## src/chist_pkg.sv

```systemverilog
package chist_pkg;

    localparam int ALPHABET_SIZE = 128;
    localparam int COUNT_BITS    = 16;
    localparam int CODE_BITS     = 8;

    localparam int SYM_BITS  = $clog2(ALPHABET_SIZE);
    localparam int PTR_BITS  = SYM_BITS + 1;
    localparam int LANES     = 8;
    localparam int LANE_BITS = $clog2(LANES);
    localparam int GRP_BITS  = SYM_BITS - LANE_BITS;

    localparam logic [COUNT_BITS-1:0] COUNT_MAX = '1;
    localparam logic [GRP_BITS-1:0]   GRP_LAST  = '1;

    typedef struct packed {
        logic                count;
        logic                rd;
        logic                clear;
        logic [SYM_BITS-1:0] addr;
    } t_store_req;

    typedef struct packed {
        logic                done;
        logic                hit;
        logic [SYM_BITS-1:0] pos;
    } t_scan_res;

endpackage

```

## src/character_histogram.sv

```systemverilog
// Character histogram.
// Input channel (i_valid/o_ready): each word carries i_command and i_char_code.
// A count word (command 0) adds one to the saturating 16-bit count of its
// character; codes 0 and 128-255 are ignored. Count words are taken one per
// cycle and give no result.
// A report word (command 1) returns, on the output channel (o_valid/i_ready),
// the next nonzero entry at or after the scan pointer in ascending code order,
// with o_found and o_last. When o_last is set, all counts are cleared and the
// pointer returns to code 0.
// The flag scanner examines one group of eight codes per cycle, once to find
// the entry and once to look for a following one from there, so a report
// examines at most 17 groups. The result is loaded into the output register
// in the emit state, and the next word is taken once the block is back in idle.
// No word is taken while a report is in progress.
// Reset clears all counts at once through per-entry nonzero flags.
// A finished result waits in the output register while the receiver stalls;
// count words are still taken, and a report holds until the register frees.
module character_histogram import chist_pkg::*; (
    input  logic                  i_clk,
    input  logic                  i_rst_n,
    input  logic                  i_valid,
    output logic                  o_ready,
    input  logic                  i_command,
    input  logic [CODE_BITS-1:0]  i_char_code,
    output logic                  o_valid,
    input  logic                  i_ready,
    output logic [SYM_BITS-1:0]   o_symbol,
    output logic [COUNT_BITS-1:0] o_occurrences,
    output logic                  o_found,
    output logic                  o_last
);

    localparam logic [1:0] ST_IDLE  = 2'd0;
    localparam logic [1:0] ST_FIND1 = 2'd1;
    localparam logic [1:0] ST_FIND2 = 2'd2;
    localparam logic [1:0] ST_EMIT  = 2'd3;

    logic [1:0]               r_state;
    logic [1:0]               n_state;
    logic [PTR_BITS-1:0]      r_ptr;
    logic [SYM_BITS-1:0]      r_hit;
    logic                     r_found;
    logic                     r_last;
    logic [COUNT_BITS-1:0]    r_occ;
    logic                     r_out_valid;
    logic [SYM_BITS-1:0]      r_out_symbol;
    logic [COUNT_BITS-1:0]    r_out_occ;
    logic                     r_out_found;
    logic                     r_out_last;

    logic                     w_acc;
    logic                     w_code_ok;
    logic                     w_out_free;
    logic                     w_emit;
    logic                     w_scan_start;
    logic [PTR_BITS-1:0]      w_scan_pos;
    t_store_req               w_req;
    t_scan_res                w_res;
    logic [COUNT_BITS-1:0]    w_rd_data;
    logic [ALPHABET_SIZE-1:0] w_nz;

    assign o_ready    = (r_state == ST_IDLE);
    assign w_acc      = i_valid && o_ready;
    assign w_code_ok  = (i_char_code != '0)
                        && ({1'b0, i_char_code} < (CODE_BITS + 1)'(ALPHABET_SIZE));
    assign w_out_free = !r_out_valid || i_ready;
    assign w_emit     = (r_state == ST_EMIT) && w_out_free;

    always_comb begin
        w_req.count  = w_acc && !i_command && w_code_ok;
        w_req.rd     = (r_state == ST_FIND1) && w_res.done && w_res.hit;
        w_req.clear  = w_emit && r_last;
        w_req.addr   = w_req.count ? i_char_code[SYM_BITS-1:0] : w_res.pos;
        w_scan_start = (w_acc && i_command) || w_req.rd;
        w_scan_pos   = w_req.rd ? ({1'b0, w_res.pos} + 1'b1) : r_ptr;
    end

    chist_store u_store (
        .i_clk     (i_clk),
        .i_rst_n   (i_rst_n),
        .i_req     (w_req),
        .o_rd_data (w_rd_data),
        .o_nz      (w_nz)
    );

    chist_scan u_scan (
        .i_clk       (i_clk),
        .i_rst_n     (i_rst_n),
        .i_start     (w_scan_start),
        .i_start_pos (w_scan_pos),
        .i_nz        (w_nz),
        .o_res       (w_res)
    );

    always_comb begin
        n_state = r_state;
        case (r_state)
            ST_IDLE: begin
                if (w_acc && i_command) begin
                    n_state = ST_FIND1;
                end
            end
            ST_FIND1: begin
                if (w_res.done) begin
                    n_state = w_res.hit ? ST_FIND2 : ST_EMIT;
                end
            end
            ST_FIND2: begin
                if (w_res.done) begin
                    n_state = ST_EMIT;
                end
            end
            ST_EMIT: begin
                if (w_out_free) begin
                    n_state = ST_IDLE;
                end
            end
            default: begin
                n_state = ST_IDLE;
            end
        endcase
    end

    always_ff @(posedge i_clk) begin
        if (!i_rst_n) begin
            r_state     <= ST_IDLE;
            r_ptr       <= '0;
            r_out_valid <= 1'b0;
        end else begin
            r_state <= n_state;
            if (w_emit) begin
                r_out_valid <= 1'b1;
                r_ptr       <= r_last ? '0 : ({1'b0, r_hit} + 1'b1);
            end else if (i_ready) begin
                r_out_valid <= 1'b0;
            end
        end
    end

    always_ff @(posedge i_clk) begin
        if ((r_state == ST_FIND1) && w_res.done) begin
            r_hit   <= w_res.hit ? w_res.pos : '0;
            r_found <= w_res.hit;
            r_last  <= !w_res.hit;
            r_occ   <= '0;
        end
        if ((r_state == ST_FIND2) && w_res.done) begin
            r_last <= !w_res.hit;
            r_occ  <= w_rd_data;
        end
        if (w_emit) begin
            r_out_symbol <= r_hit;
            r_out_occ    <= r_occ;
            r_out_found  <= r_found;
            r_out_last   <= r_last;
        end
    end

    assign o_valid       = r_out_valid;
    assign o_symbol      = r_out_symbol;
    assign o_occurrences = r_out_occ;
    assign o_found       = r_out_found;
    assign o_last        = r_out_last;

endmodule

```

## src/chist_store.sv

```systemverilog
module chist_store import chist_pkg::*; (
    input  logic                     i_clk,
    input  logic                     i_rst_n,
    input  t_store_req               i_req,
    output logic [COUNT_BITS-1:0]    o_rd_data,
    output logic [ALPHABET_SIZE-1:0] o_nz
);

    logic [COUNT_BITS-1:0]    r_mem [ALPHABET_SIZE];
    logic [COUNT_BITS-1:0]    r_rd_data;
    logic [ALPHABET_SIZE-1:0] r_nz;
    logic                     r_s2_valid;
    logic [SYM_BITS-1:0]      r_s2_addr;
    logic                     r_fw_valid;
    logic [SYM_BITS-1:0]      r_fw_addr;
    logic [COUNT_BITS-1:0]    r_fw_data;
    logic [COUNT_BITS-1:0]    w_old;
    logic [COUNT_BITS-1:0]    w_new;

    // The write of the previous cycle is not yet visible in the read data.
    always_comb begin
        if (r_fw_valid && (r_fw_addr == r_s2_addr)) begin
            w_old = r_fw_data;
        end else if (r_nz[r_s2_addr]) begin
            w_old = r_rd_data;
        end else begin
            w_old = '0;
        end
        w_new = (w_old == COUNT_MAX) ? w_old : w_old + 1'b1;
    end

    always_ff @(posedge i_clk) begin
        if (r_s2_valid) begin
            r_mem[r_s2_addr] <= w_new;
        end
        if (i_req.count || i_req.rd) begin
            r_rd_data <= r_mem[i_req.addr];
        end
        r_s2_addr <= i_req.addr;
        r_fw_addr <= r_s2_addr;
        r_fw_data <= w_new;
    end

    always_ff @(posedge i_clk) begin
        if (!i_rst_n) begin
            r_s2_valid <= 1'b0;
            r_fw_valid <= 1'b0;
            r_nz       <= '0;
        end else begin
            r_s2_valid <= i_req.count;
            if (i_req.clear) begin
                r_nz       <= '0;
                r_fw_valid <= 1'b0;
            end else begin
                r_fw_valid <= r_s2_valid;
                if (r_s2_valid) begin
                    r_nz[r_s2_addr] <= 1'b1;
                end
            end
        end
    end

    assign o_rd_data = r_rd_data;
    assign o_nz      = r_nz;

endmodule

```

## src/chist_scan.sv

```systemverilog
module chist_scan import chist_pkg::*; (
    input  logic                     i_clk,
    input  logic                     i_rst_n,
    input  logic                     i_start,
    input  logic [PTR_BITS-1:0]      i_start_pos,
    input  logic [ALPHABET_SIZE-1:0] i_nz,
    output t_scan_res                o_res
);

    logic                 r_active;
    logic [PTR_BITS-1:0]  r_cur;
    logic [GRP_BITS-1:0]  w_grp;
    logic [LANE_BITS-1:0] w_lo;
    logic [LANES-1:0]     w_window;
    logic                 w_any;
    logic [LANE_BITS-1:0] w_idx;
    logic                 w_hit;
    logic                 w_done;

    // Eight flags are examined per cycle, starting at the cursor.
    always_comb begin
        w_grp    = r_cur[SYM_BITS-1:LANE_BITS];
        w_lo     = r_cur[LANE_BITS-1:0];
        w_window = i_nz[w_grp*LANES +: LANES];
        w_any    = 1'b0;
        w_idx    = '0;
        for (int i = LANES - 1; i >= 0; i--) begin
            if (w_window[i] && (LANE_BITS'(i) >= w_lo)) begin
                w_any = 1'b1;
                w_idx = LANE_BITS'(i);
            end
        end
        w_hit  = w_any && !r_cur[SYM_BITS];
        w_done = r_active && (w_hit || r_cur[SYM_BITS] || (w_grp == GRP_LAST));
    end

    always_ff @(posedge i_clk) begin
        if (!i_rst_n) begin
            r_active <= 1'b0;
        end else if (i_start) begin
            r_active <= 1'b1;
        end else if (w_done) begin
            r_active <= 1'b0;
        end
    end

    always_ff @(posedge i_clk) begin
        if (i_start) begin
            r_cur <= i_start_pos;
        end else if (r_active && !w_done) begin
            r_cur <= {1'b0, w_grp + 1'b1, {LANE_BITS{1'b0}}};
        end
    end

    assign o_res.done = w_done;
    assign o_res.hit  = w_hit;
    assign o_res.pos  = {w_grp, w_idx};

endmodule

```

## config.mk

```make
export PLATFORM = sky130hd
export DESIGN_NAME = character_histogram
export DESIGN_NICKNAME = d
export VERILOG_FILES = /design/src/chist_pkg.sv /design/src/character_histogram.sv /design/src/chist_store.sv /design/src/chist_scan.sv
export SDC_FILE = /design/constraint.sdc
export NUM_CORES = 2
export LEC_CHECK = 0
export CAP_MARGIN = 20
export CORE_MARGIN = 2
export CORE_UTILIZATION = 63
export DETAILED_ROUTE_END_ITERATION = 8
export DONT_BUFFER_PORTS = 1
export GPL_TIMING_DRIVEN = 0
export PLACE_DENSITY = 0.85
export SLEW_MARGIN = 20
export SYNTH_ARGS = -nofsm -noshare
export SYNTH_HDL_FRONTEND = slang
export SYNTH_HIERARCHICAL = 1
export SYNTH_SLANG_ARGS = --single-unit
```

## constraint.sdc

```tcl
create_clock -name i_clk -period 11.7 [get_ports i_clk]
set_clock_uncertainty 0.1 [all_clocks]
set_input_delay 0.585 -clock i_clk [delete_from_list [all_inputs] [get_ports i_clk]]
set_output_delay 0.585 -clock i_clk [all_outputs]
set_load 0.01 [all_outputs]
```

* Word-level counts from Yosys, hierarchy flattened *
Memory sizes are Yosys's and may differ from the RTL's. A register that Yosys moved wholly into a read port is not among the register bits.
Index checks and enable logic that the tools add are counted.

storage, ports and cells
  logic and storage cells = 133
  output and inout port bits = 27
  register bits after elaboration = 230
  memories = 1
  input bits = 13
  memory bits (writable) = 2,048

memories
  name           words  bits a word  rd ports  clocked after memory_dff  wr ports  RTL line          text
  u_store.r_mem  128    16           1         1                         1         chist_store.sv:9  logic [COUNT_BITS-1:0] r_mem [ALPHABET_SIZE];

cells by class
  add/sub/neg operators = 4
  bitwise logic cells = 2
  multiplexer cells = 44
  eq/ne operators = 10
  order comparisons = 11
  shifts and indexed selects = 1
  reductions and logical operators = 41

operators by type and width
  kind                     number
  $or A128 B128 Y128       1
  $shiftx A128 B8 Y8       1
  $mux W16                 5
  $mux W8                  4
  $mux W3                  8
  $logic_and A1 B1 Y1      23
  $mux W1                  19
  $add A16 B1 Y16 const B  1
  $add A7 B1 Y8 const B    2
  $eq A16 B16 Y1 const B   1
  $ge A3 B3 Y1 const A     4
  $lt A7 B8 Y1 const B     1
  $lt A8 B8 Y1 const B     1
  $mux W2                  4
  $pmux W2 S4              1
  $reduce_bool A2 Y1       4
  $reduce_bool A8 Y1       1
  $bmux W1 S7              1
  $demux W1 S7             1
  $eq A7 B7 Y1             1
  $ge A7 B1 Y1 const B     1
  $mux W7                  1
  $ge A1 B3 Y1 const A     2
  $ge A2 B3 Y1 const A     2
  other kinds (12)         23

* Logic depth before layout (Yosys ltp) *
  depth in word-level cells = 18
  mapped depth = 18
  depth with buffers taken out = 13

* By module *
Netlist, hierarchy kept.

modules (own cells, without submodules)
  module               seq. area each (µm²)  area an instance (µm²)  times used  cells each
  chist_store          65,182.5              85,032.8                1           3,663
  character_histogram  1,721.7               2,578.7                 1           197
  chist_scan           260.2                 1,846.8                 1           186

* Least setup slack after synthesis *
Ideal clock, no wire load.

  path kind = register -> register
  from = reg u_store.r_s2_addr[0]
  to = mem u_store.r_mem[0][3] (data pin)
  data required time = 10.368 ns
  path slack = 1.911 ns
  stages on the path, launching flop included = 16
  arrival = 8.457 ns
  cells stage by stage = dfxtp_1 > buf_6 > mux4_2 > mux4_2 > nor2_1 > o311a_1 > and2_4 > buf_6 > o21ai_0 > ha_1 > and4_1 > buf_2 > and2b_1 > nor3b_1 > xnor2_1 > o31ai_1

between the ends
  longest elaborated chain between the ends = 6
  elaborated cells between the ends (all ways) = 9
  those cells by class = add/sub (1); eq/ne (2); mux (5); reduce/logical (1)

RTL lines
  what                                                      RTL line           text
  start: declaration                                        chist_store.sv:13  logic [SYM_BITS-1:0] r_s2_addr;
  start signal: assignment                                  chist_store.sv:39  r_s2_addr <= i_req.addr;
  $bmux W1 S7                                               chist_store.sv:24  end else if (r_nz[r_s2_addr]) begin
  $mux W1 (implied by the code)                             chist_store.sv:24
  $mux W16                                                  chist_store.sv:24
  $mux W16 *                                                chist_store.sv:22  if (r_fw_valid && (r_fw_addr == r_s2_addr)) begin
  $add A16 B1 Y16 / $eq A16 B16 Y1 (equally long branches)  chist_store.sv:29  w_new = (w_old == COUNT_MAX) ? w_old : w_old + 1'b1;
  $mux W16 *                                                chist_store.sv:29
  net u_store.w_new[3]                                      chist_store.sv:18  logic [COUNT_BITS-1:0] w_new;
  end: declaration                                          chist_store.sv:9

Mark *: on every way through the listed nets, which the timed path passes. The rest lies on a longest branch. The select of a mux whose other input is x is not followed.

==> run metrics <==
Worst Hold Class=input port to flip-flop; CP peak stage delay=890 ps; vias in the first global route=49500; final wirelength=279 mm; worst r2r src=u_scan/r_cur[3]$_DFFE_PP_; CP top delay family=buffers and inverters; gp weighted congestion=1.07; DRC Markers=0; CTS clk-pin slew, worst paths=70 ps; core area=141000 um^2; Crit Path Max Fanout=10; Max Clk Rate=0.124 GHz; outcome=finished, final reports clean; initial DRC count=9349; clk sinks=2294; ANT nets after route=0; gr usage total=39.2%; CP Depth=18; die area=145000 um^2; Final Net Count=4487; CP startpoint kind=flip-flop; clock tree buffer depth=3; CTS tree=done; number of synthesized flops with an enable pin=2122; Top FF cell, synth=edfxtp_1; sequential cell area fraction in the yosys report=75.1%; commonest non-fill, non-tap cell in the layout=edfxtp_1; Final Cell Area=102000 um^2; critical path capture point type=flip-flop; Die X=381 um; Hold EP=u_store/r_s2_addr[6]$_DFF_P_; slowest CP cell=clkbuf_1; WHS Path Cells=1; Slew Limit Headroom=10.8%; P per Cell Area=260 nW/um^2; Final Hold Fails=0; ys async rst share=0%; final setup violation count=0; CP required=12220 ps; cell count after synthesis=4046; share of layout cells above drive strength 1=32.2%; worst path bufs/invs=7; initial antenna violation count=45; CTS Buf Count=212; leak pwr=0.0323 uW; HP Start=i_char_code[6]; leading area contributor after synthesis=edfxtp_1; largest net degree at the start of global routing=81; hold-fix buffers at CTS=18; PortBufs=0; final period utilization=69.1%; Reg-to-Reg End=u_store/o_rd_data[13]$_DFFE_PP_; post-CTS sizing=0; Area after DPL=94900 um^2; Syn Area/Cell=22.1 um^2; buffers inserted by post-CTS timing repair=0; vias=49800; top cell type's share of synthesized area=71.2%; Cell Area, Synth=89500 um^2; critical path type=flip-flop to flip-flop; worst vdd ir=182 uV; min Tclk post-route=8080 ps; CP arrival=8610 ps; flops & latches, synth=2294; IO Count=40; Critical Path, Cell by Cell=buf_6, buf_12, buf_12, buf_6, mux2i_1, nand2_1, nand3_1, o31a_1, a31oi_1, nor2_1, mux2_2, clkbuf_1, clkbuf_1, clkbuf_1, mux4_2, mux4_2, mux4_2, mux2_2; unrepaired setup endpoints after global routing=false; htree depth=4; Post-Layout Cell Count=6565; Netlist cell types=80; final core occ=72.3%; Die Height=381 um; Max Slew Vio Count=0; Overflow after GRT=0; Max-Cap Viols=0; Clock Latency Late Sink=900 ps; highest-count cells in the layout ignoring fill and taps=2122 x edfxtp_1, 692 x mux4_2, 213 x clkbuf_16, 172 x dfxtp_1, 144 x clkbuf_1; Initial DRT Pass Iterations=8; CTS Root Cell=clkbuf_16; Rows=138; vias per cell=7.58; global-route wire length before repair=390 mm; r2r setup slk=3620 ps; dominant cells by area after synthesis=edfxtp_1 71%, mux4_2 17%, dfxtp_1 3.8%, o21a_1 1.1%, nor2_1 0.65%; post-DP HPWL=177 mm; synth warn=6; Reg2Reg Depth=18; drt wl/cell=42.5 um; DP Cell Count=6121; layout overhead on the synthesized area=14.1%; Least-Margin Pin Slew=1340 ps; Starting Density=63.3%; post-synthesis net count=4068
through the flow:
stage	power, uW	setup TNS, ps	hold WS (ps)	worst slack [ps]
floorplan	15400	0	226	1910
global placement	18700	-3060110	228	-5210
detailed placement	19100	0	238	4060
CTS	26200	0	23.0	3830
global route	26900	0	54.8	3660
finish	26600	0	131	3620
final cells by class:
class                      instances  area [um^2]
inverter                          17         63.8
antenna                           24         60.1
timing repair buffer             205         2640
multi-input combinational       1505        21700
fill                            7411        39100
sequential                      2294        67200
clock buffer                     271         5630
clock inverter                   129         1310
tap                             1890         2360
buffer                           230         1150
layer usage:
metal  GRT usage (%)  part of all wire [%]  vias to the layer above
li1                -                     -                    18000
met1            50.4                    32                    25600
met2            59.8                    47                     5045
met3            12.8                    14                     1144
met4            22.1                   7.1                       36
met5               0                 0.088                        -
synth_stat cells, types with 9 or more instances:
library cell and n:
buf_4 13, dfxtp_1 172, a21oi_1 15, xnor2_1 18, mux2i_1 51, and2_1 18
and3_1 28, ha_1 9, mux2_2 40, o21a_1 131, inv_1 15, o21ai_0 25
a22oi_1 15, buf_2 69, a221oi_1 13, buf_1 18, nor3_1 15, nand2b_1 9
mux4_2 692, nand4_1 9, nand3_1 49, nand2_1 76, nor2b_1 20, nor2_1 154
mux4_1 11, clkbuf_1 118, edfxtp_1 2122
power breakdown:
part	internal [uW]	leakage (uW)	switching [uW]	total, uW
Sequential	9850	0.0208	86.2	9940
Clock	3770	0.00334	3170	6940
Combinational	3680	0.00814	6020	9700
worst max-delay path by stage:
stage,end,start,slack [ps]
global route,u_store/o_rd_data[10]$_DFFE_PP_,u_scan/r_cur[3]$_DFFE_PP_,3660
detailed placement,u_store/o_rd_data[3]$_DFFE_PP_,u_scan/r_cur[3]$_DFFE_PP_,4060
CTS,u_store/o_rd_data[2]$_DFFE_PP_,u_scan/r_cur[3]$_DFFE_PP_,3830
floorplan,u_store/r_mem[0][3]$_DFFE_PP_,u_store/r_s2_addr[0]$_DFF_P_,1910
finish,u_store/o_rd_data[13]$_DFFE_PP_,u_scan/r_cur[3]$_DFFE_PP_,3620
global placement,u_store/r_mem[6][3]$_DFFE_PP_,u_store/r_s2_addr[0]$_DFF_P_,-5210
worst reg2reg max path, stage by stage (launching register included):
cell and delay [ps]:
edfxtp_1 410, buf_6 210, buf_12 190, buf_12 170
buf_6 230, mux2i_1 540, nand2_1 180, nand3_1 150
o31a_1 200, a31oi_1 100, nor2_1 370, mux2_2 260
clkbuf_1 830, clkbuf_1 870, clkbuf_1 910, mux4_2 520
mux4_2 600, mux4_2 620, mux2_2 360
flip-flops by register name (all words and copies together) (netlist names), 2 cells and up:
register,flops
u_store/r_mem,2048
u_store/o_nz,128
o_occurrences,16
r_occ,16
u_store/o_rd_data,16
u_store/r_fw_data,16
r_ptr,8
u_scan/r_cur,8
o_symbol,7
r_hit,7
u_store/r_fw_addr,7
u_store/r_s2_addr,7
r_state,2
kinds of logic after synthesis:
family          Yosys count  synth area share (%)
compound gates          270                  2.26
xor+xnor                 24                 0.235
fa+ha+maj                 9                 0.126
buf+inv                 247                  1.31
flops                  2294                  75.1
mux                     795                  18.8
simple gates            407                  2.16
Note: power is estimated with default switching activity, not from simulation.
